## config.mk

```make
export PLATFORM = sky130hd
export DESIGN_NAME = wdc_queue
export DESIGN_NICKNAME = d
export VERILOG_FILES = /design/src/sv/wdc_pkg.sv /design/src/sv/wdc_queue.sv
export SDC_FILE = /design/constraint.sdc
export NUM_CORES = 1
export LEC_CHECK = 0
export BUFFER_PORTS_ARGS = -buffer_cell sky130_fd_sc_hd__buf_2
export CAP_MARGIN = 20
export CORE_MARGIN = 4
export CORE_UTILIZATION = 45
export CTS_CLUSTER_DIAMETER = 30
export DETAILED_ROUTE_END_ITERATION = 7
export PLACE_DENSITY = 0.79
export SYNTH_ARGS = -nofsm -noshare
export SYNTH_HDL_FRONTEND = slang
export SYNTH_SLANG_ARGS = --single-unit
```

## constraint.sdc

```tcl
create_clock -name i_clk -period 7 [get_ports i_clk]
set_input_delay 0.7 -clock i_clk [delete_from_list [all_inputs] [get_ports i_clk]]
set_output_delay 0.7 -clock i_clk [all_outputs]
set_load 0.02 [all_outputs]
```

## src/sv/wdc_pkg.sv

```systemverilog
`timescale 1ns / 1ps
// Shared types, constants and register indexes of the wastegate duty command block.
// No dependencies; every other file refers to it by scoped names.
package wdc_pkg;

    localparam int unsigned QueueDepthDefault = 2;

    // configuration register indexes
    localparam int unsigned CfgIndexW = 3;
    localparam logic [CfgIndexW-1:0] REG_BAT_EN   = 3'd0;
    localparam logic [CfgIndexW-1:0] REG_CUR_EN   = 3'd1;
    localparam logic [CfgIndexW-1:0] REG_RES      = 3'd2;
    localparam logic [CfgIndexW-1:0] REG_NOMINAL  = 3'd3;
    localparam logic [CfgIndexW-1:0] REG_DUTY_MAX = 3'd4;
    localparam logic [CfgIndexW-1:0] REG_DUTY_MIN = 3'd5;
    localparam int unsigned CfgDataW = 16;

    localparam int unsigned ResetNominal = 135;
    localparam int unsigned ResetDutyMax = 1000;

    // battery filter
    localparam int unsigned FiltBias     = 10;
    localparam int unsigned FiltDiv      = 20;
    localparam int unsigned FiltCap      = 200;
    localparam int unsigned FiltSatLevel = FiltCap * FiltDiv + FiltDiv;
    localparam int unsigned Recip5       = 205;
    localparam int unsigned Recip5Shift  = 10;
    localparam int unsigned PrevCap      = 3200;

    // supply and request correction
    localparam int unsigned SupplyScale = 10;
    localparam int unsigned NumMul      = 5;
    localparam int unsigned NumW        = 26;
    localparam int unsigned DivSteps    = NumW;
    localparam int unsigned DivCntW     = $clog2(DivSteps);
    localparam int unsigned CorCap      = 16384;
    localparam int unsigned DutyFull    = 32768;
    localparam int unsigned LimKnee     = DutyFull / 4;

    // calibration map
    localparam int unsigned CalScale       = 1000;
    localparam int unsigned CalRound       = 500;
    localparam int unsigned ScaleW         = 26;
    localparam int unsigned Recip1000      = 68719476;
    localparam int unsigned Recip1000Shift = 36;
    localparam int unsigned RecipProdW     = 53;

    typedef enum logic [1:0] {
        MODE_DIVIDE  = 2'd0,
        MODE_QUARTER = 2'd1,
        MODE_ZERO    = 2'd2
    } t_wdc_mode;

    typedef struct packed {
        logic       bat_en;
        logic       cur_en;
        logic [15:0] resistance;
        logic [7:0]  nominal;
        logic [9:0]  duty_max;
        logic [9:0]  duty_min;
    } t_wdc_cfg;

    typedef struct packed {
        logic [7:0]      filt;
        logic [11:0]     supply;
        t_wdc_mode       mode;
        logic [NumW-1:0] num;
        logic [13:0]     quarter;
    } t_wdc_job;

endpackage

```

## src/sv/wdc_queue.sv

```systemverilog
`timescale 1ns / 1ps
// Job queue between front and back end.
// Depends on wdc_pkg for the job type.
module wdc_queue #(
    parameter int unsigned DEPTH = wdc_pkg::QueueDepthDefault
) (
    input  logic              i_clk,
    input  logic              i_rst_n,
    input  logic              i_push_valid,
    output logic              o_push_ready,
    input  wdc_pkg::t_wdc_job i_push_job,
    output logic              o_pop_valid,
    input  logic              i_pop_ready,
    output wdc_pkg::t_wdc_job o_pop_job
);

    localparam int unsigned PtrW = (DEPTH > 1) ? $clog2(DEPTH) : 1;
    localparam int unsigned CntW = $clog2(DEPTH + 1);

    wdc_pkg::t_wdc_job r_mem [DEPTH];
    logic [PtrW-1:0]   r_wr_ptr, r_rd_ptr;
    logic [CntW-1:0]   r_count;

    logic w_push, w_pop;

    assign o_push_ready = (r_count != CntW'(DEPTH));
    assign o_pop_valid  = (r_count != '0);
    assign o_pop_job    = r_mem[r_rd_ptr];
    assign w_push       = i_push_valid && o_push_ready;
    assign w_pop        = o_pop_valid && i_pop_ready;

    function automatic logic [PtrW-1:0] f_wrap(input logic [PtrW-1:0] ptr);
        f_wrap = (ptr == PtrW'(DEPTH - 1)) ? '0 : ptr + 1'b1;
    endfunction

    always_ff @(posedge i_clk) begin
        if (!i_rst_n) begin
            r_wr_ptr <= '0;
            r_rd_ptr <= '0;
            r_count  <= '0;
        end else begin
            if (w_push) r_wr_ptr <= f_wrap(r_wr_ptr);
            if (w_pop)  r_rd_ptr <= f_wrap(r_rd_ptr);
            if (w_push && !w_pop) begin
                r_count <= r_count + 1'b1;
            end else if (w_pop && !w_push) begin
                r_count <= r_count - 1'b1;
            end
        end
    end

    always_ff @(posedge i_clk) begin
        if (w_push) begin
            r_mem[r_wr_ptr] <= i_push_job;
        end
    end

endmodule

```

After elaboration in Yosys (flattened, before gate mapping)
Memories as Yosys holds them, arrays and structs flattened. A register that Yosys moved wholly into a read port is not among the register bits. Index checks and enable logic that the tools add are counted.

Register bits: 4. Bits in writable memories: 124. Input port bits: 66. Output and inout bits: 64. Logic and storage cells: 25. Memories kept: 1.

Memories: r_mem (depth 2, bits a word 62, rd ports 1, clocked after Yosys merged registers in 1, wr ports 1, line wdc_queue.sv:20) `wdc_pkg::t_wdc_job r_mem [DEPTH];`.

$add $sub $neg: 4. Equality and inequality tests: 1. Multiplexer cells: 8. Reduce and logical (&&, ||, !) cells: 8.

Operator list (number): 2-to-1 mux 1 bit (6); logical AND 1 bit (4); 2-to-1 mux 2 bit (2); nonzero test 2 bit (2); adder 1 bit, second input constant (2); adder 2 x 1 -> 2 bit, second input constant (1); zero test 1 bit (2); inequality test 2 bit, second input constant (1); subtractor 2 x 1 -> 2 bit, second input constant (1).

Depth between registers and ports, before layout
Gate-level depths: netlist of run 1.

Word-level depth: 6. Depth in mapped cells: 6. Gate-level depth less buffers: 6.

Least setup slack after synthesis of run 1
Ideal clock, no wire load.

Kind: input-to-reg. Start point: in i_push_valid. End point: mem r_mem[1][0] in the netlist's numbering (enable). Setup time: 0.427 ns. Arrival: 2.209 ns. Data required time: 6.573 ns. Slack: 4.364 ns. Cell stages on the path: 1. Buffers on the path: 0. Path through: and3_1.

Longest elaborated chain between the ends: 3.

RTL lines: from (decl) (line wdc_queue.sv:9) `input logic i_push_valid,`; logical AND 1 bit (line wdc_queue.sv:29) `assign w_push = i_push_valid && o_push_ready;`; 2-to-1 mux 1 bit (line wdc_queue.sv:53) `if (w_push) begin`; 2-to-1 mux 1 bit (implied by the code) (line wdc_queue.sv:54) `r_mem[r_wr_ptr] <= i_push_job;`; to (decl) (line wdc_queue.sv:20).

No other way between the ends.

==> qor.csv, run 1 <==
stage,metric,value,unit
clocking,cts_setup_buffers,0,
die,die_h,110,µm
synthesis,yosysWarnings,0,
grt,grt_antenna_before_repair,0,
clocking,cts_sinks,129,
sta,maxSlewHeadroom,0.446,
layout,syn_to_final_growth,29.7,%
layout,regArea,0.00382,mm²
synthesis,synth-edff-count,124,
synthesis,synth_area_leaders,"edfxtp_1 79%, mux2_2 15%, dfxtp_1 2.1%, buf_4 0.80%, and2_1 0.53%",
outcome,status,completed,
setup_path,critPathRequiredTime,6.30,ns
route,ant_nets,0,
synthesis,ys_seq_elements,129,
pwr,power_per_cell_area,401,mW/mm²
die,io_pins,130,
synthesis,syn-cell-area,0.00471,mm²
route,route.detailed.drc,0,
synthesis,synth_area_leader_cell,edfxtp_1,
pwr,p_leak,0.00230,µW
layout,fillCellCount,787,
setup_path,reg2reg_to,r_mem[0][55]$_DFFE_PP_,
setup_path,start_kind,flip-flop,
pwr,p_total,2450,µW
placement,dp.cells,478,
hold_path,whs_path_depth,1,
clocking,clock_path_buffers,2,
grt,grt_pass1_wl,11600,µm
sta,fin_tns_setup,0,ns
sta,grt_setup_unrepaired,false,
setup_path,r2r_setup_slack,4.87,ns
clocking,cts_root_buf,clkbuf_8,
setup_path,arrival,2.35,ns
die,die_area,0.0122,mm²
placement,hpwl,5090,µm
clocking,clk_latency,0.50,ns
clocking,htree_levels,4,
synthesis,yosysTopAreaCellShare,0.790,
sta,min_period_over_period,0.436,
setup_path,ff2ff_path_depth,4,
synthesis,yosys.cell_types.count,20,
sta,finalSetupViolCount,0,
clocking,numCtsBuffers,17,
clocking,cts_tree,done,
setup_path,slowest_stage,dfxtp_2,
placement,dpl-instance-area,0.00551,mm²
die,die_x,110,µm
synthesis,yosysMostFrequentCell,edfxtp_1,
sta,maxSlewViolCount,0,
placement,port_buffers,129,
route,totalWireLength,7910,µm
route,viasPerCell,4.69,
pwr,max-vdd-ir-drop,0.198,mV
die,num_rows,37,
route,via_count,2392,
layout,diodes,0,
sta,hold_viol,0,
synthesis,syn_avg_cell_area,21.7,µm²
clocking,clkSlewWorstSetupHoldPaths,0.06,ns
hold_path,hp-start,i_push_job[30],
synthesis,syn_inst,217,
die,initial_core_util,0.458,
layout,stdcell_area,0.00611,mm²
layout,layout-drive-gt1-share,0.618,
synthesis,synth_common_cells,"124 x edfxtp_1, 62 x mux2_2, 5 x buf_4, 5 x dfxtp_1, 4 x and2_1",
layout,multiInputGateArea,838,µm²
clocking,post_cts_resized,0,
layout,nets,428,
clocking,holdBufCountCts,0,
setup_path,crit_fanout,37,
setup_path,cp_cell_sequence,buf_4 -> mux2_2 -> buf_2,
hold_path,hold_end,r_mem[0][30]$_DFFE_PP_,
setup_path,timing.rr.start,r_count[0]$_SDFFE_PN0P_,
grt,grt_pass1_vias,2361,
route,dr.pass1.iters,5,
sta,fmax,328,MHz
synthesis,ys_seq_area_frac,0.811,
setup_path,cpPeakStageDelay,0.71,ns
die,core,0.0103,mm²
route,wl_per_cell,15.5,µm
synthesis,synth-async-reset-ratio,0,
grt,grt_start_max_net_pins,63,
layout,stdcell_count,510,
grt,gr-total-overflow,0,
placement,place.gp.congestion,0.691,
route,drtIter0Drc,74,
sta,worst_slew_pin_slew,0.830,ns
sta,clock_skew,0.00557,ns
sta,fin_crit,3.05,ns
synthesis,synth.net_count,284,
grt,grt.total_usage,0.132,
setup_path,worstSetupPathType,flip-flop to primary output,
setup_path,crit_path_end_kind,primary output,
synthesis,synth_ff_type,edfxtp_1,
run,cap_violations,0,
hold_path,hold_path_class,input pin to flip-flop,
==> how the worst max path moves through the flow <==
stage / start / to / slack [ns] / cells past startpoint
after floorplan: i_push_valid / r_mem[1][0]$_DFFE_PP_ / 4.36 / 1
after global placement: flip-flop / o_pop_job[25] / 4.43 / 3
after detailed placement: flip-flop / o_pop_job[25] / 4.40 / 3
after CTS: flip-flop / o_pop_job[25] / 3.85 / 3
after global routing: flip-flop / o_pop_job[41] / 3.79 / 3
final: flip-flop / o_pop_job[41] / 3.95 / 3
==> through the flow <==
| step | setup WS, ns | util | hold WS (ns) |
|---|---|---|---|
| 3_3_place_gp | 4.43 | 0.536 | 0.529 |
| 6_report | 3.95 | 0.595 | 0.382 |
| 2_1_floorplan | 4.36 | - | 0.512 |
| 3_5_place_dp | 4.40 | 0.536 | 0.557 |
| 5_1_grt | 3.79 | 0.595 | 0.353 |
| 4_1_cts | 3.85 | 0.595 | 0.351 |
==> critical path: cells and delay by family, from the launching register on <==
kind | cells | cell delay (ns)
buf+inv | 2 | 0.69
mux | 1 | 0.41
flops | 1 | 0.71
==> state kept, by name, indices dropped and copies added (netlist names), named ones only <==
| signal | cells |
|---|---|
| r_mem | 124 |
| r_count | 2 |
| r_rd_ptr | 1 |
| r_wr_ptr | 1 |
==> area by class of cell <==
| cell class | instances | area share |
|---|---|---|
| sequential | 129 | 0.626 |
| clock inverter | 10 | 0.0217 |
| timing repair buffer | 132 | 0.109 |
| multi-input combinational | 80 | 0.137 |
| clock buffer | 22 | 0.0774 |
| tap | 136 | 0.0278 |
| inverter | 1 | 0.000614 |
==> cells in the final DEF (no fill, tap or decap) <==
| cell type | count |
|---|---|
| clkbuf_16 | 16 |
| clkbuf_1 | 1 |
| xor2_1 | 1 |
| clkinvlp_4 | 3 |
| a21bo_2 | 1 |
| bufinv_16 | 3 |
| edfxtp_1 | 124 |
| mux2_2 | 62 |
| ha_1 | 1 |
| nand3b_1 | 1 |
| clkbuf_8 | 5 |
| or3_1 | 1 |
| a21boi_0 | 1 |
| dfxtp_2 | 1 |
| o21ai_1 | 1 |
| and2_1 | 4 |
| clkinv_2 | 4 |
| nand2b_4 | 1 |
| inv_2 | 1 |
| buf_4 | 3 |
| and3_2 | 1 |
| or2_2 | 1 |
| xnor2_1 | 2 |
| a21boi_1 | 1 |
| buf_2 | 129 |
| o21ai_0 | 1 |
| dfxtp_1 | 4 |
==> routing by layer <==
layer | global-route usage | vias up | routed length, µm
li1 | - | 1146 | -
met1 | 0.152 | 1151 | 3080
met2 | 0.217 | 82 | 4070
met3 | 0.0489 | 13 | 627
met4 | 0.0712 | 0 | 126
met5 | 0 | - | 0
==> report_power, final <==
| part | internal [µW] | switching [µW] |
|---|---|---|
| logic | 238 | 329 |
| registers | 967 | 44.4 |
| clock network | 577 | 295 |
| total | 1780 | 668 |
==> cell families after synthesis <==
kind of cell	after synthesis	share of synthesized area
AOI/OAI and AO/OA	5	0.00743
xor gates and xnor gates	3	0.00558
adders and majority gates	1	0.00265
buffers and inverters	8	0.0109
DFF	129	0.811
muxes	62	0.148
and+or+nand+nor	9	0.0138
Power figures use the tool's default switching activity.
==> inputs of run 2 (changes only) <==
Settings changed: ABC_AREA set to 1, PLACE_DENSITY 0.79 to 0.81.
Clock period 7 ns to 2.65 ns, I/O delays scaled along.
==> qor.csv, run 2 <==
stage,metric,value,unit
clocking,clock_path_buffers,2,
route,wl_per_cell,16.1,µm
route,via_count,2732,
die,num_rows,38,
clocking,post_cts_resized,0,
setup_path,arrival,2.01,ns
setup_path,start_kind,flip-flop,
die,io_pins,130,
die,die_area,0.0129,mm²
grt,gr-total-overflow,0,
layout,fillCellCount,751,
synthesis,ys_seq_elements,129,
clocking,htree_levels,4,
synthesis,synth-async-reset-ratio,0,
synthesis,syn_avg_cell_area,21.8,µm²
clocking,clk_latency,0.50,ns
pwr,power_per_cell_area,961,mW/mm²
placement,dpl-instance-area,0.00579,mm²
route,viasPerCell,4.64,
placement,port_buffers,129,
placement,pre_cts_slack,0.787,ns
synthesis,yosysWarnings,0,
pwr,p_leak,0.00281,µW
synthesis,ys_seq_area_frac,0.762,
synthesis,syn_inst,230,
sta,clock_skew,0.00997,ns
clocking,holdBufCountCts,62,
outcome,status,completed,
sta,finalSetupViolCount,0,
grt,grt.total_usage,0.150,
sta,fmax,439,MHz
synthesis,syn-cell-area,0.00502,mm²
layout,nets,503,
clocking,cts_root_buf,clkbuf_8,
die,core,0.0109,mm²
die,die_h,114,µm
sta,worst_slew_pin_slew,0.473,ns
setup_path,critPathRequiredTime,2.38,ns
grt,grt_antenna_before_repair,1,
synthesis,yosysMostFrequentCell,edfxtp_1,
synthesis,synth.net_count,297,
synthesis,yosys.cell_types.count,15,
setup_path,crit_path_end_kind,primary output,
synthesis,yosysTopAreaCellShare,0.742,
synthesis,synth-edff-count,124,
clocking,cts_tree,done,
sta,maxSlewHeadroom,0.684,
synthesis,synth_area_leader_cell,edfxtp_1,
route,totalWireLength,9480,µm
setup_path,crit_fanout,39,
placement,hpwl,5950,µm
clocking,cts_sinks,129,
route,ant_nets,0,
sta,grt_setup_unrepaired,false,
placement,place.gp.congestion,0.702,
sta,final.setup.worst_slack,0.371,ns
die,initial_core_util,0.461,
die,die_x,114,µm
grt,grt_pass1_wl,14600,µm
grt,grt_start_max_net_pins,52,
layout,mostFrequentLayoutCells,"129 x buf_2, 124 x edfxtp_1, 62 x dlygate4sd3_1, 60 x mux2_4, 16 x clkbuf_16",
pwr,max-vdd-ir-drop,0.610,mV
route,dr.pass1.iters,4,
route,drtIter0Drc,97,
synthesis,synth_area_leaders,"edfxtp_1 74%, mux2_4 18%, buf_12 2.4%, dfxtp_1 2.0%, nand2_1 0.67%",
sta,fin_crit,2.28,ns
clocking,clkSlewWorstSetupHoldPaths,0.06,ns
layout,reg.largest.list,"r_mem: 124 flops, r_count: 2 flops",
layout,stdcell_area,0.00700,mm²
layout,top_register,r_mem,
clocking,numCtsBuffers,17,
layout,final_common_cell,buf_2,
sta,fin_tns_setup,0,ns
sta,min_period_over_period,0.860,
layout,largest_reg_flops,124,
hold_path,hold_path_class,input pin to flip-flop,
clocking,cts_setup_buffers,0,
layout,diodes,0,
layout,syn_to_final_growth,39.4,%
route,route.detailed.drc,0,
setup_path,worstSetupPathType,flip-flop to primary output,
grt,grt_pass1_vias,2938,
sta,hold_viol,0,
layout,layout-drive-gt1-share,0.499,
sta,maxSlewViolCount,0,
synthesis,synth_common_cells,"124 x edfxtp_1, 60 x mux2_4, 9 x nand2_1",
synthesis,synth_ff_type,edfxtp_1,
run,cap_violations,0,
==> run 2: cell types whose count changed after synthesis, moves of 2 or more <==
cell / previous run / this run
buf_12: 0 / 6
buf_4: 5 / 0
mux2_2: 62 / 2
and2_1: 4 / 0
nand2_1: 0 / 9
xnor2_1: 2 / 0
nor2_1: 0 / 8
mux2_4: 0 / 60
buf_2: 2 / 0
inv_1: 1 / 8
==> run 2: worst max-delay path: stages (launching register included) <==
cell     delay, ns
dfxtp_4       0.65
buf_12        0.34
mux2_4        0.34
buf_2         0.16
==> run 2: logic make-up (layout without fill, tap and decap cells) <==
family | after synthesis | in the layout | share of synthesized area
multiplexers | 62 | 62 | 0.184
adder cells (fa/ha/maj) | 1 | 1 | 0.00249
AND/OR/NAND/NOR | 19 | 19 | 0.0150
buffers and inverters | 15 | 234 | 0.0322
flip-flops | 129 | 129 | 0.762
AO/OA/AOI/OAI | 4 | 4 | 0.00449
==> run 2: report_power, final <==
part	total (µW)	internal (µW)	leakage [µW]	switching [µW]
Combinational	1720	792	0.00132	925
Clock	2280	1520	0.000291	768
Sequential	2720	2580	0.00120	140
==> run 2: per-stage QoR <==
stage / hold slack [ns] / cells / util / power, µW
floorplan: 0.364 / 230 / - / 4010
global placement: 0.452 / 495 / 0.531 / 4360
detailed placement: 0.456 / 495 / 0.531 / 4420
CTS: 0.0205 / 589 / 0.643 / 6790
global route: 0.0292 / 589 / 0.643 / 7020
finish: 0.0561 / 589 / 0.643 / 6720
==> run 2: final cells by class <==
class	count	area [µm²]	area share
Clock buffer	20	425	0.0608
Clock inverter	12	165	0.0236
Inverter	8	30.0	0.00429
Multi-Input combinational cell	86	1050	0.150
Sequential cell	129	3830	0.547
Tap cell	140	175	0.0250
Timing Repair Buffer	194	1330	0.190
==> run 2: metal layers <==
| metal | global-route usage | vias up | wire, µm |
|---|---|---|---|
| li1 | - | 1303 | - |
| met1 | 0.173 | 1310 | 3810 |
| met2 | 0.260 | 98 | 4860 |
| met3 | 0.0483 | 19 | 616 |
| met4 | 0.0633 | 2 | 194 |
| met5 | 0 | - | 7 |
==> run 2: final timing paths <==
kind	from	endpoint	slack, ns	cells after the start
worst min-delay path	i_rst_n	r_rd_ptr$_SDFFE_PN0P_	0.06	3
worst max register to register	r_count[0]$_SDFFE_PN0P_	r_mem[0][58]$_DFFE_PP_	0.80	5
worst max-delay path	flip-flop	o_pop_job[52]	0.37	3
worst min register to register	r_rd_ptr$_SDFFE_PN0P_	r_rd_ptr$_SDFFE_PN0P_	0.51	2
