**src/sv/wdc_pkg.sv**
```systemverilog
`timescale 1ns / 1ps
// Shared types, constants and register indexes of the wastegate duty command block.
// No dependencies; every other file refers to it by scoped names.
package wdc_pkg;

    localparam int unsigned QueueDepthDefault = 2;

    // configuration register indexes
    localparam int unsigned CfgIndexW = 3;
    localparam logic [CfgIndexW-1:0] REG_BAT_EN   = 3'd0;
    localparam logic [CfgIndexW-1:0] REG_CUR_EN   = 3'd1;
    localparam logic [CfgIndexW-1:0] REG_RES      = 3'd2;
    localparam logic [CfgIndexW-1:0] REG_NOMINAL  = 3'd3;
    localparam logic [CfgIndexW-1:0] REG_DUTY_MAX = 3'd4;
    localparam logic [CfgIndexW-1:0] REG_DUTY_MIN = 3'd5;
    localparam int unsigned CfgDataW = 16;

    localparam int unsigned ResetNominal = 135;
    localparam int unsigned ResetDutyMax = 1000;

    // battery filter
    localparam int unsigned FiltBias     = 10;
    localparam int unsigned FiltDiv      = 20;
    localparam int unsigned FiltCap      = 200;
    localparam int unsigned FiltSatLevel = FiltCap * FiltDiv + FiltDiv;
    localparam int unsigned Recip5       = 205;
    localparam int unsigned Recip5Shift  = 10;
    localparam int unsigned PrevCap      = 3200;

    // supply and request correction
    localparam int unsigned SupplyScale = 10;
    localparam int unsigned NumMul      = 5;
    localparam int unsigned NumW        = 26;
    localparam int unsigned DivSteps    = NumW;
    localparam int unsigned DivCntW     = $clog2(DivSteps);
    localparam int unsigned CorCap      = 16384;
    localparam int unsigned DutyFull    = 32768;
    localparam int unsigned LimKnee     = DutyFull / 4;

    // calibration map
    localparam int unsigned CalScale       = 1000;
    localparam int unsigned CalRound       = 500;
    localparam int unsigned ScaleW         = 26;
    localparam int unsigned Recip1000      = 68719476;
    localparam int unsigned Recip1000Shift = 36;
    localparam int unsigned RecipProdW     = 53;

    typedef enum logic [1:0] {
        MODE_DIVIDE  = 2'd0,
        MODE_QUARTER = 2'd1,
        MODE_ZERO    = 2'd2
    } t_wdc_mode;

    typedef struct packed {
        logic       bat_en;
        logic       cur_en;
        logic [15:0] resistance;
        logic [7:0]  nominal;
        logic [9:0]  duty_max;
        logic [9:0]  duty_min;
    } t_wdc_cfg;

    typedef struct packed {
        logic [7:0]      filt;
        logic [11:0]     supply;
        t_wdc_mode       mode;
        logic [NumW-1:0] num;
        logic [13:0]     quarter;
    } t_wdc_job;

endpackage

```
**src/sv/wdc_ifs.sv**
```systemverilog
`timescale 1ns / 1ps
// Handshake channels of the wastegate duty command block: input item, result item, config.
// Depends on wdc_pkg for the config index and data widths.
interface wdc_item_if;
    logic               valid;
    logic               ready;
    logic signed [15:0] battery_sample;
    logic [7:0]         actuator_current;
    logic [15:0]        duty_request;

    modport source (output valid, battery_sample, actuator_current, duty_request, input ready);
    modport sink   (input valid, battery_sample, actuator_current, duty_request, output ready);
endinterface


```
**src/sv/wdc_front.sv**
```systemverilog
`timescale 1ns / 1ps
// Front end: accepts items, filters the battery sample, estimates supply and classifies.
// Depends on wdc_pkg and wdc_item_if; pushes one job per item toward the queue.
module wdc_front (
    input  logic              i_clk,
    input  logic              i_rst_n,
    wdc_item_if.sink          i_item,
    input  wdc_pkg::t_wdc_cfg i_cfg,
    output logic              o_push_valid,
    input  logic              i_push_ready,
    output wdc_pkg::t_wdc_job o_push_job
);

    typedef enum logic [3:0] {
        F_IDLE  = 4'b0001,
        F_CALC1 = 4'b0010,
        F_CALC2 = 4'b0100,
        F_PUSH  = 4'b1000
    } t_front_state;

    t_front_state      r_state, n_state;
    logic [11:0]       r_prev, n_prev;
    logic [17:0]       r_t;
    logic [7:0]        r_current;
    logic [15:0]       r_request;
    logic [23:0]       r_drop;
    logic [23:0]       r_prod;
    logic [7:0]        r_filt, n_filt;
    wdc_pkg::t_wdc_job r_job, n_job;

    logic        w_accept;
    logic [17:0] w_sample_ext;
    logic [9:0]  w_quarter;
    logic [17:0] w_q5;
    logic [7:0]  w_volt;
    logic [23:0] w_drop_eff;
    logic [7:0]  w_head;
    logic [11:0] w_supply;
    logic [26:0] w_num5;

    assign i_item.ready = (r_state == F_IDLE);
    assign w_accept     = i_item.valid && i_item.ready;
    assign o_push_valid = (r_state == F_PUSH);
    assign o_push_job   = r_job;

    assign w_sample_ext = {{2{i_item.battery_sample[15]}}, i_item.battery_sample};

    always_comb begin
        if (i_item.battery_sample[15]) begin
            n_prev = '0;
        end else if (i_item.battery_sample[14:0] > 15'(wdc_pkg::PrevCap)) begin
            n_prev = 12'(wdc_pkg::PrevCap);
        end else begin
            n_prev = i_item.battery_sample[11:0];
        end
    end

    assign w_quarter = r_t[11:2];
    assign w_q5      = 18'(w_quarter) * 18'(wdc_pkg::Recip5);

    always_comb begin
        if (r_t[17] || r_t == '0) begin
            n_filt = '0;
        end else if (r_t[16:0] >= 17'(wdc_pkg::FiltSatLevel)) begin
            n_filt = 8'(wdc_pkg::FiltCap);
        end else begin
            n_filt = w_q5[wdc_pkg::Recip5Shift +: 8];
        end
    end

    assign w_volt     = i_cfg.bat_en ? r_filt : i_cfg.nominal;
    assign w_drop_eff = (i_cfg.bat_en && !i_cfg.cur_en) ? '0 : r_drop;
    assign w_head     = w_volt - w_drop_eff[7:0];
    assign w_supply   = (w_drop_eff > 24'(w_volt)) ? '0
                      : 12'(w_head) * 12'(wdc_pkg::SupplyScale);
    assign w_num5     = 27'(r_prod) * 27'(wdc_pkg::NumMul);

    always_comb begin
        n_job.filt    = r_filt;
        n_job.supply  = w_supply;
        n_job.num     = w_num5[26:1];
        n_job.quarter = r_request[15:2];
        if (!i_cfg.bat_en && !i_cfg.cur_en) begin
            n_job.mode = wdc_pkg::MODE_QUARTER;
        end else if (w_supply == '0) begin
            n_job.mode = wdc_pkg::MODE_ZERO;
        end else begin
            n_job.mode = wdc_pkg::MODE_DIVIDE;
        end
    end

    always_comb begin
        n_state = r_state;
        case (r_state)
            F_IDLE:  if (w_accept) n_state = F_CALC1;
            F_CALC1: n_state = F_CALC2;
            F_CALC2: n_state = F_PUSH;
            F_PUSH:  if (i_push_ready) n_state = F_IDLE;
            default: n_state = F_IDLE;
        endcase
    end

    always_ff @(posedge i_clk) begin
        if (!i_rst_n) begin
            r_state <= F_IDLE;
            r_prev  <= '0;
        end else begin
            r_state <= n_state;
            if (w_accept) begin
                r_prev <= n_prev;
            end
        end
    end

    always_ff @(posedge i_clk) begin
        if (w_accept) begin
            r_t       <= w_sample_ext + 18'(r_prev) + 18'(wdc_pkg::FiltBias);
            r_current <= i_item.actuator_current;
            r_request <= i_item.duty_request;
        end
        if (r_state == F_CALC1) begin
            r_filt <= n_filt;
            r_drop <= 24'(r_current) * 24'(i_cfg.resistance);
            r_prod <= 24'(r_request) * 24'(i_cfg.nominal);
        end
        if (r_state == F_CALC2) begin
            r_job <= n_job;
        end
    end

    a_push_hold: assert property (@(posedge i_clk) disable iff (!i_rst_n)
        (r_state == F_PUSH && !i_push_ready) |=> (r_state == F_PUSH && $stable(r_job)))
        else $error("front job changed while stalled");

    a_filt_range: assert property (@(posedge i_clk) disable iff (!i_rst_n)
        (r_state == F_CALC2) |-> (r_filt <= 8'(wdc_pkg::FiltCap)))
        else $error("filtered battery out of range");

endmodule

```
**src/flat_wrapper.sv**
```systemverilog
// flat-port wrapper written by rule: the top's interface ports become plain ports
module wdc_front_flat 
  (i_clk, i_rst_n, i_cfg, o_push_valid, i_push_ready, o_push_job, i_item_valid, i_item_battery_sample, i_item_actuator_current, i_item_duty_request, i_item_ready);
  wdc_item_if i_item_i ();
  input  logic i_clk;
  input  logic i_rst_n;
  input  wdc_pkg::t_wdc_cfg i_cfg;
  output logic o_push_valid;
  input  logic i_push_ready;
  output wdc_pkg::t_wdc_job o_push_job;
  input wire logic [$bits(i_item_i.valid)-1:0] i_item_valid;
  input wire logic [$bits(i_item_i.battery_sample)-1:0] i_item_battery_sample;
  input wire logic [$bits(i_item_i.actuator_current)-1:0] i_item_actuator_current;
  input wire logic [$bits(i_item_i.duty_request)-1:0] i_item_duty_request;
  output wire logic [$bits(i_item_i.ready)-1:0] i_item_ready;
  assign i_item_i.valid = i_item_valid;
  assign i_item_i.battery_sample = i_item_battery_sample;
  assign i_item_i.actuator_current = i_item_actuator_current;
  assign i_item_i.duty_request = i_item_duty_request;
  assign i_item_ready = i_item_i.ready;
  wdc_front u_core (.i_clk(i_clk), .i_rst_n(i_rst_n), .i_item(i_item_i), .i_cfg(i_cfg), .o_push_valid(o_push_valid), .i_push_ready(i_push_ready), .o_push_job(o_push_job));
endmodule
```
**config.mk**
```make
export PLATFORM = sky130hd
export DESIGN_NAME = wdc_front_flat
export DESIGN_NICKNAME = d
export VERILOG_FILES = /design/src/sv/wdc_pkg.sv /design/src/sv/wdc_ifs.sv /design/src/sv/wdc_front.sv /design/src/flat_wrapper.sv
export SDC_FILE = /design/constraint.sdc
export NUM_CORES = 1
export LEC_CHECK = 0
export BUFFER_PORTS_ARGS = -buffer_cell sky130_fd_sc_hd__buf_2
export CAP_MARGIN = 20
export CORE_MARGIN = 3
export CORE_UTILIZATION = 30
export DETAILED_ROUTE_END_ITERATION = 8
export MAX_ROUTING_LAYER = met4
export PLACE_DENSITY_LB_ADDON = 0.05
export SETUP_SLACK_MARGIN = 0.02
export SYNTH_ARGS = -nofsm -noshare
export SYNTH_HDL_FRONTEND = slang
export SYNTH_SLANG_ARGS = --single-unit
```
**constraint.sdc**
```tcl
create_clock -name i_clk -period 14.5 [get_ports i_clk]
set_input_delay 2.175 -clock i_clk [delete_from_list [all_inputs] [get_ports i_clk]]
set_output_delay 2.175 -clock i_clk [all_outputs]
set_load 0.005 [all_outputs]
```
Word level (Yosys, flattened, before mapping)
Cells that the tools add are included.
{"block": "word_totals", "reg_bits": 176, "elab_cells": 51}
{"block": "op_classes", "add_sub_neg": 3, "multipliers": 5, "magnitude_cmp": 3, "n_eq_ne": 6, "muxes": 10, "reduce_logical": 10}
{"op": "2-to-1 mux 12 bit", "count": 3}
{"op": "multiplier 24 x 3 -> 27 bit (second input constant)", "count": 1}
{"op": "> comparator 24 x 8 -> 1 bit", "count": 1}
{"op": "multiplier 16 x 8 -> 24 bit", "count": 1}
{"op": "multiplier 8 x 16 -> 24 bit", "count": 1}
{"op": "2-to-1 mux 24 bit", "count": 1}
{"op": "adder 18 x 4 -> 18 bit (second input constant)", "count": 1}
{"op": "logical NOT 18 bit", "count": 1}
{"op": "multiplier 10 x 8 -> 18 bit (second input constant)", "count": 1}
{"op": "adder 16 x 13 -> 17 bit", "count": 1}
{"op": ">= comparator 17 x 12 -> 1 bit (second input constant)", "count": 1}
{"op": "2-to-1 mux 8 bit", "count": 2}
{"op": "case mux 4 bit (4 select lines)", "count": 1}
{"op": "> comparator 15 x 12 -> 1 bit (second input constant)", "count": 1}
{"op": "logical NOT 12 bit", "count": 1}
{"op": "multiplier 8 x 3 -> 11 bit (second input constant)", "count": 1}
{"op": "2-to-1 mux 4 bit", "count": 2}
{"op": "subtractor 8 bit", "count": 1}
{"op": "equality test 4 x 1 -> 1 bit (second input constant)", "count": 1}
{"op": "equality test 4 x 2 -> 1 bit (second input constant)", "count": 1}
{"op": "equality test 4 x 3 -> 1 bit (second input constant)", "count": 1}
{"op": "equality test 4 bit (second input constant)", "count": 1}
{"op": "logical AND 1 bit", "count": 3}
{"op": "logical NOT 1 bit", "count": 2}
{"op": "other kinds (6)", "count": 6}

Longest topological paths before layout
Gate-level depths: netlist of the first run.
{"block": "depth", "ltp_word": 8, "ltp_mapped": 22, "ltp_nobuf": 21}

Worst setup path before layout of the first run
Ideal clock, no wire load.
{"block": "synth_timing", "path_kind": "input port to flip-flop", "start": "in i_cfg[27] in the netlist's numbering", "end": "reg u_core.r_prod[22], data pin", "setup_time_ns": 0.280, "arrival_time_ns": 6.645, "required_ns": 14.220, "path_slack_ns": 7.575, "stages": 16, "n_path_buf": 1, "path_cell_list": "clkbuf_1 > and2_1 > fa_1 > fa_1 > fa_1 > inv_1 > fa_1 > inv_1 > ha_1 > nor2_1 > or4b_1 > a221o_1 > a2111oi_0 > o31ai_1 > nand4_1 > o211ai_1"}
{"block": "synth_via", "elab_chain_cells": 1}
{"item": "start: declaration", "line": "flat_wrapper.sv:7", "source": "input wdc_pkg::t_wdc_cfg i_cfg;"}
{"item": "multiplier 16 x 8 -> 24 bit", "line": "wdc_front.sv:124", "source": "r_prod <= 24'(r_request) * 24'(i_cfg.nominal);"}
{"item": "end signal: assignment", "line": "wdc_front.sv:124"}
{"item": "end: declaration", "line": "wdc_front.sv:27", "source": "logic [23:0] r_prod;"}
Every way passes these cells.
A chain may end at the register's enable or synchronous reset.

Final worst setup path of the first run
{"block": "layout_timing", "start": "in i_cfg[24] in the netlist's numbering", "end": "reg u_core.r_prod[22], data pin"}
Same word-level chain as after synthesis.

==> summary.md, run 1 <==
| Metric | Value |
|---|---|
| Vias | `approximately 12000` |
| Min-Delay Path Class | `flip-flop to flip-flop` |
| Combinational family with the most area after synthesis | `adder cells` |
| Die Wd | `between 200 and 300 µm` |
| Vias/cell | `~4.6` |
| Initial DRC Count | `between 300 and 400` |
| Hold-fix buffers, CTS | `0` |
| Final nets | `about 2400` |
| RSZ-0062 raised after global routing | `false` |
| Commonest cells post-synth | `inv_1 (309), ha_1 (230), and2_1 (223)` |
| Most common cell in the synthesized netlist | `inv_1` |
| Clock root buffer | `clkbuf_16` |
| DP Area | `around 0.02 mm²` |
| Most common flop cell mapped by yosys | `edfxtp_1` |
| Routed Antenna Nets | `0` |
| Crit path launch type | `input pin` |
| First-pass GRT wire length | `between 70000 and 80000 µm` |
| Mapped cell area | `0.0186 mm²` |
| Synth Area in Simple Gates | `around 15%` |
| Post-Synth Adder-Cell Area | `about 36%` |
| Io pins | `about 150` |
| Crit share post-route | `roughly 50%` |
| Leak pwr | `~9.6 nW` |
| Seq/Total Area, Yosys | `27.4%` |
| Clock Skew | `16.9 ps` |
| Leading area contributor after synthesis | `edfxtp_1` |
| Min Tclk post-route | `7140 ps` |
| WL final | `about 43000 µm` |
| Setup TNS | `0 ps` |
| Synth top area share | `between 20% and 30%` |
| Design Area, Final | `~0.021 mm²` |
| Status | `finished, final reports clean` |
| Yosys cell types | `78` |
| Max-Cap Viols | `0` |
| Post-synth EDFFs | `~160` |
| CTS max path bufs | `2` |
| Syn Inst Count | `roughly 1800` |
| Crit. End Element | `flip-flop` |
| TritonCTS clock tree | `done` |
| Total core area | `0.0608 mm²` |
| Max-slew headroom | `37.1%` |
| Antenna violations before repair | `1` |
| Setup CP Type | `input pin to flip-flop` |
| Compound-Gate Fraction of Synth Area | `a little under a tenth` |
| Reg clk slew, reported paths | `about 70 ps` |
| Max-slew violations | `0` |
| Maximum VDD drop | `a little over 0.00009 V` |
| Final setup viols | `0` |
| Fraction of registers with async set/reset | `0%` |
| Post-DP HPWL | `approximately 34000 µm` |
| Routed wire per std cell | `about 16 µm` |
| Measured slew at the worst slew-check pin | `about 940 ps` |
| Post-CTS Setup Repair Bufs | `0` |
| Syn Nets | `about 2300` |
| Maximum clock rate | `between 0.1 and 0.15 GHz` |
| Crit Path Max Fanout | `17` |
| Finished Layout Cells | `2734` |
| Yosys warns | `0` |
| # rows | `90` |
| Port Buf Inserts | `roughly 130` |
| Gr ovfl total | `0` |
| Largest net degree at the start of global routing | `between 60 and 70` |
| Crit path arrival time | `roughly 7300 ps` |
| XOR/XNOR Fraction of Synth Area | `4.23%` |
| DIE AREA | `0.0649 mm²` |
| Number of hold violations in the final report | `0` |
| # DRC | `0` |
| Num CTS Buffers | `17` |
| TritonRoute pass-1 iters | `4` |
| Area Overhead vs Synth | `11.8%` |
| CTS resizes | `0` |
| H-tree levels | `4` |
| Initial Utilization | `a little under a third` |
| Placed Cells | `2699` |
| Number of global-route vias before repair | `13400` |
| Clk sink count | `between 150 and 200` |
| GRT Total Usage | `between 10% and 20%` |
| Worst-Skew Late Latency | `around 470 ps` |
| Ratio of cells with drive above 1 in the final layout | `slightly below 10%` |
| Die Y | `around 250 µm` |
| Flip-flop and latch count after synthesis | `~180` |
| CP required | `approximately 15000 ps` |
| Post-synthesis mux area share | `less than 1%` |
| # fillers | `6313` |
| Placer Congestion | `between 0.7 and 0.8` |
| PD cells | `147 mW/mm²` |
| Leading post-synthesis cells by cell area | `edfxtp_1 (26%), fa_1 (20%), ha_1 (15%)` |
| Avg Cell Area, Syn | `10.2 µm²` |
## layout by cell type (no fill, tap or decap), drive strengths merged, types with 10 or more instances in the layout
cell type / n
nand2b: 12
o21a: 20
nor2: 84
inv: 313
o21ai: 46
o21bai: 13
buf: 135
nand2: 77
a211oi: 19
xor2: 23
or3: 10
dfxtp: 16
clkbuf: 18
nand3: 17
nor2b: 12
a21o: 28
nand4: 11
ha: 230
edfxtp: 159
a31oi: 12
and2: 223
fa: 189
a21oi: 59
xnor2: 64
nor3: 31
## layout make-up
type / instances / area [µm²] / share of cell area, %
flip-flops and latches: 175 / 5090 / 24.5
clock buffers: 18 / 429 / 2.07
inverters: 309 / 1160 / 5.59
well taps: 782 / 978 / 4.71
diodes: 3 / 7.51 / 0.0362
clock inverters: 13 / 209 / 1.01
multi-input cells: 1298 / 12200 / 58.7
repair buffers: 136 / 696 / 3.35
## path summary, 6_finish.rpt
| kind | from | end | slack [ps] | cells after the start |
|---|---|---|---|---|
| min reg2reg | u_core.r_filt[6] | u_core.o_push_job[60] | 450 | 0 |
| min | u_core.r_filt[6] | u_core.o_push_job[60] | 450 | 0 |
| max | i_cfg[24] | u_core.r_prod[22] | 7360 | 17 |
| max reg2reg | u_core.r_request[1] | u_core.r_prod[22] | 8730 | 16 |
## logic make-up after synthesis
| family | Yosys count |
|---|---|
| adders and majority gates | 419 |
| other | 1 |
| AOI/OAI and AO/OA | 260 |
| xor gates and xnor gates | 88 |
| and+or+nand+nor | 522 |
| buffers and inverters | 342 |
| muxes | 8 |
| DFF | 175 |
## power by group
part	total [mW]	switching, mW	internal [mW]
Clock	0.519	0.213	0.306
Combinational	1.83	1.02	0.815
Sequential	0.700	0.0315	0.668
Total	3.05	1.26	1.79
## critical path, cell delays in order
cell	delay, ps
buf_2	220
and2_1	210
fa_1	460
fa_1	550
inv_1	60
fa_1	460
fa_1	550
inv_1	50
ha_1	330
o21ai_0	90
nor2_1	90
or4b_1	530
a221o_1	390
a2111oi_0	670
o31ai_1	260
nand4_1	140
o211ai_1	90
## per-layer routing
metal  vias to the layer above  global-route usage [%]  wire (µm)
li1                       6315                       -          -
met1                      6042                    17.3      19500
met2                       120                    24.7      21300
met3                        22                    2.37       1380
met4                         0                    3.42        470
met5                         -                       -          0
## per-stage QoR
| step | power, mW | setup WS [ps] | hold WS (ps) | utilization, % |
|---|---|---|---|---|
| finish | 3.05 | 7360 | 450 | 34.1 |
| detailed placement | 2.57 | 6810 | 450 | 33.1 |
| floorplan | 2.18 | 7580 | 420 | - |
| global route | 3.42 | 7070 | 468 | 34.1 |
| global placement | 2.57 | 6840 | 445 | 33.1 |
| CTS | 3.12 | 7350 | 458 | 34.1 |
## sequential cells by signal (all words and copies together), names as in the netlist
name / flops
u_core.o_push_job: 61
u_core.r_current: 8
u_core.r_drop: 24
u_core.r_filt: 8
u_core.r_prev: 12
u_core.r_prod: 24
u_core.r_request: 16
u_core.r_state: 4
u_core.r_t: 18
Power figures use the tool's default switching activity.
==> run 2: changes to the inputs <==
==> constraint.sdc (replaced) <==
create_clock -name i_clk -period 6.9 [get_ports i_clk]
set_input_delay 1.035 -clock i_clk [delete_from_list [all_inputs] [get_ports i_clk]]
set_output_delay 1.035 -clock i_clk [all_outputs]
set_load 0.005 [all_outputs]
==> summary.md, run 2 (synthesis gave the netlist of run 1 again) <==
| Metric | Value |
|---|---|
| Total Power | `6.39 mW (was 3.05 mW)` |
| Crit share post-route | `85.7%` |
| WP buf/inv | `4 (was 3)` |
| H-tree levels | `4 (unchanged)` |
| # rows | `90 (unchanged)` |
| Vias | `12500 (about the same)` |
| Measured slew at the worst slew-check pin | `934 ps (was 943 ps)` |
| Gr ovfl total | `0 (unchanged)` |
| Crit path top cell by count | `fa_1 (unchanged)` |
| RSZ-0062 raised after global routing | `false (unchanged)` |
| CTS max path bufs | `2 (unchanged)` |
| DIE AREA | `0.0649 mm² (unchanged)` |
| Clock share of power | `16.4% (was 17.0%)` |
| Maximum VDD drop | `0.000204 V (was 0.0000914 V)` |
| Hold-fix buffers, CTS | `0 (unchanged)` |
| Clock root buffer | `clkbuf_16 (unchanged)` |
| Total core area | `0.0608 mm² (unchanged)` |
| Setup TNS | `0 ps (unchanged)` |
| TritonCTS clock tree | `done (unchanged)` |
| Io pins | `154 (unchanged)` |
| Max FFs per register | `61 (unchanged)` |
| Post-DP HPWL | `34600 µm (was 34500 µm)` |
| Largest net degree at the start of global routing | `62 (unchanged)` |
| Crit path cell chain | `buf_2, and2_1, fa_1, fa_1, inv_1, fa_1, fa_1, inv_1, ha_1, o21ai_0, nor2_1, or4b_1, a221o_1, a2111oi_0, buf_4, o31ai_1, nand4_1, o211ai_1 (was buf_2, and2_1, fa_1, fa_1, inv_1, fa_1, fa_1, inv_1, ha_1, o21ai_0, nor2_1, or4b_1, a221o_1, a2111oi_0, o31ai_1, nand4_1, o211ai_1)` |
| Min Tclk post-route | `just under 6000 ps` |
| First-pass GRT wire length | `71200 µm (was 70400 µm)` |
| Sequential share of power | `23.0% (was 22.9%)` |
| Initial Utilization | `30.5% (unchanged)` |
| CP required | `7110 ps (was 14700 ps)` |
| Vias/cell | `4.58 (was 4.57)` |
| TritonRoute pass-1 iters | `4 (unchanged)` |
| Max-slew violations | `0 (unchanged)` |
| Clk sink count | `175 (unchanged)` |
| PD cells | `308 mW/mm² (was 147 mW/mm²)` |
| Crit path arrival time | `6120 ps (was 7340 ps)` |
| Routed wire per std cell | `15.8 µm (was 15.6 µm)` |
| Most common cell after layout, fill and taps aside | `inv_1 (unchanged)` |
| Worst-Skew Late Latency | `490 ps (was 470 ps)` |
| Switch share | `42.5% (was 41.4%)` |
| Die Y | `255 µm (unchanged)` |
| Max-slew headroom | `37.8% (was 37.1%)` |
| Initial DRC Count | `409 (was 372)` |
| Crit. End Element | `flip-flop (unchanged)` |
| Leak pwr | `9.60 nW (was 9.61 nW)` |
| Flop-to-flop setup slack | `1110 ps (was 8730 ps)` |
| Combinational Power Share | `60.6% (was 60.1%)` |
| Maximum clock rate | `approximately 0.17 GHz` |
| Crit path launch type | `input pin (unchanged)` |
| Clock Skew | `12.2 ps (was 16.9 ps)` |
| Crit Path Max Fanout | `17 (unchanged)` |
| CTS resizes | `0 (unchanged)` |
| Final nets | `2449 (was 2446)` |
| Max-Cap Viols | `0 (unchanged)` |
| Pint | `3.68 mW (was 1.79 mW)` |
| CP delay by family, top | `adder cells (unchanged)` |
| Number of hold violations in the final report | `0 (unchanged)` |
| WL final | `43200 µm (was 42600 µm)` |
| Final setup viols | `0 (unchanged)` |
| Antenna violations before repair | `1 (unchanged)` |
| Num CTS Buffers | `17 (unchanged)` |
| Routed Antenna Nets | `0 (unchanged)` |
| Area Overhead vs Synth | `11.7% (was 11.8%)` |
| Status | `finished, final reports clean (unchanged)` |
| Number of global-route vias before repair | `13600 (was 13400)` |
| Port Buf Inserts | `132 (unchanged)` |
| # DRC | `0 (unchanged)` |
| Slowest Stage Delay on Critical Path | `600 ps (was 670 ps)` |
| Setup CP Type | `input pin to flip-flop (unchanged)` |
| Die Wd | `255 µm (unchanged)` |
| Minimum hold slack | `473 ps (was 450 ps)` |
| GRT Total Usage | `14.5% (was 14.2%)` |
| Placer Congestion | `0.788 (was 0.789)` |
| NetSw | `2.71 mW (was 1.26 mW)` |
| # fillers | `6249 (was 6313)` |
| Min-Delay Path Class | `flip-flop to flip-flop (unchanged)` |
| Reg clk slew, reported paths | `80 ps (was 70 ps)` |
| Most frequent cells in the layout | `inv_1 (308), ha_1 (230), and2_1 (223), fa_1 (189), edfxtp_1 (159) (unchanged)` |
| Ratio of cells with drive above 1 in the final layout | `9.88% (was 9.65%)` |
| CP max-delay cell | `a2111oi_0 (unchanged)` |
| Post-CTS Setup Repair Bufs | `0 (unchanged)` |
-- run 2: cell types whose count changed in the layout (fill, tap and decap cells not counted), moves of 2 or more --
cell       change
buf_4          +4
bufinv_16      -3
clkinv_4       +3
inv_8          +2
-- run 2: layer usage --
| metal | wire (µm) | up-vias | share of wire [%] | track usage (%) |
|---|---|---|---|---|
| met3 | 1220 | 29 | 2.8 | 2.52 |
| met2 | 21300 | 109 | 49 | 24.8 |
| li1 | - | 6314 | - | - |
| met4 | 567 | 0 | 1.3 | 3.63 |
| met5 | 0 | - | 0 | - |
| met1 | 20100 | 6087 | 47 | 17.7 |
-- run 2: through the flow --
step | util, % | instances | setup slack, ps | cell area [µm²]
6_report | 34.1 | 2738 | 988 | 20800
5_1_grt | 34.1 | 2736 | 713 | 20700
4_1_cts | 34.1 | 2735 | 1110 | 20700
3_5_place_dp | 33.1 | 2703 | 559 | 20100
3_3_place_gp | 33.1 | 2703 | 530 | 20100
2_1_floorplan | - | 1815 | 1120 | 18600
-- run 2: worst register-to-register path: stages (launching register included) --
cell	delay, ps
edfxtp_1	670
and2_1	310
fa_1	530
fa_1	520
fa_1	540
inv_1	50
fa_1	520
inv_1	40
ha_1	370
a21o_1	210
a211oi_1	210
o21ai_0	230
a211oi_1	360
o21ai_0	240
a221oi_1	420
o21ai_0	150
xor2_1	160
-- run 2: final timing paths --
check / from / endpoint / cells past startpoint
setup / recovery: i_cfg[24] / u_core.r_prod[22] / 18
hold / removal: u_core.r_filt[6] / u_core.o_push_job[60] / 0
setup reg to reg: u_core.r_current[7] / u_core.r_drop[20] / 16
hold reg to reg: u_core.r_filt[6] / u_core.o_push_job[60] / 0
-- run 2: power groups by stage --
stage                     Clock (mW)  Sequential (mW)  Combinational (mW)
after floorplan                    0             1.46                3.11
after global placement             0             1.50                3.92
after global routing            1.14             1.48                4.56
after detailed placement           0             1.50                3.92
after CTS                       1.11             1.47                3.96
final                           1.04             1.47                3.87
-- run 2: cell type report --
type | instances | area [µm²] | share of cell area, %
multi-input cells | 1298 | 12200 | 58.8
diodes | 3 | 7.51 | 0.0362
flip-flops and latches | 175 | 5090 | 24.6
clock buffers | 17 | 425 | 2.05
repair buffers | 139 | 713 | 3.44
inverters | 309 | 1160 | 5.59
clock inverters | 15 | 179 | 0.862
well taps | 782 | 978 | 4.72
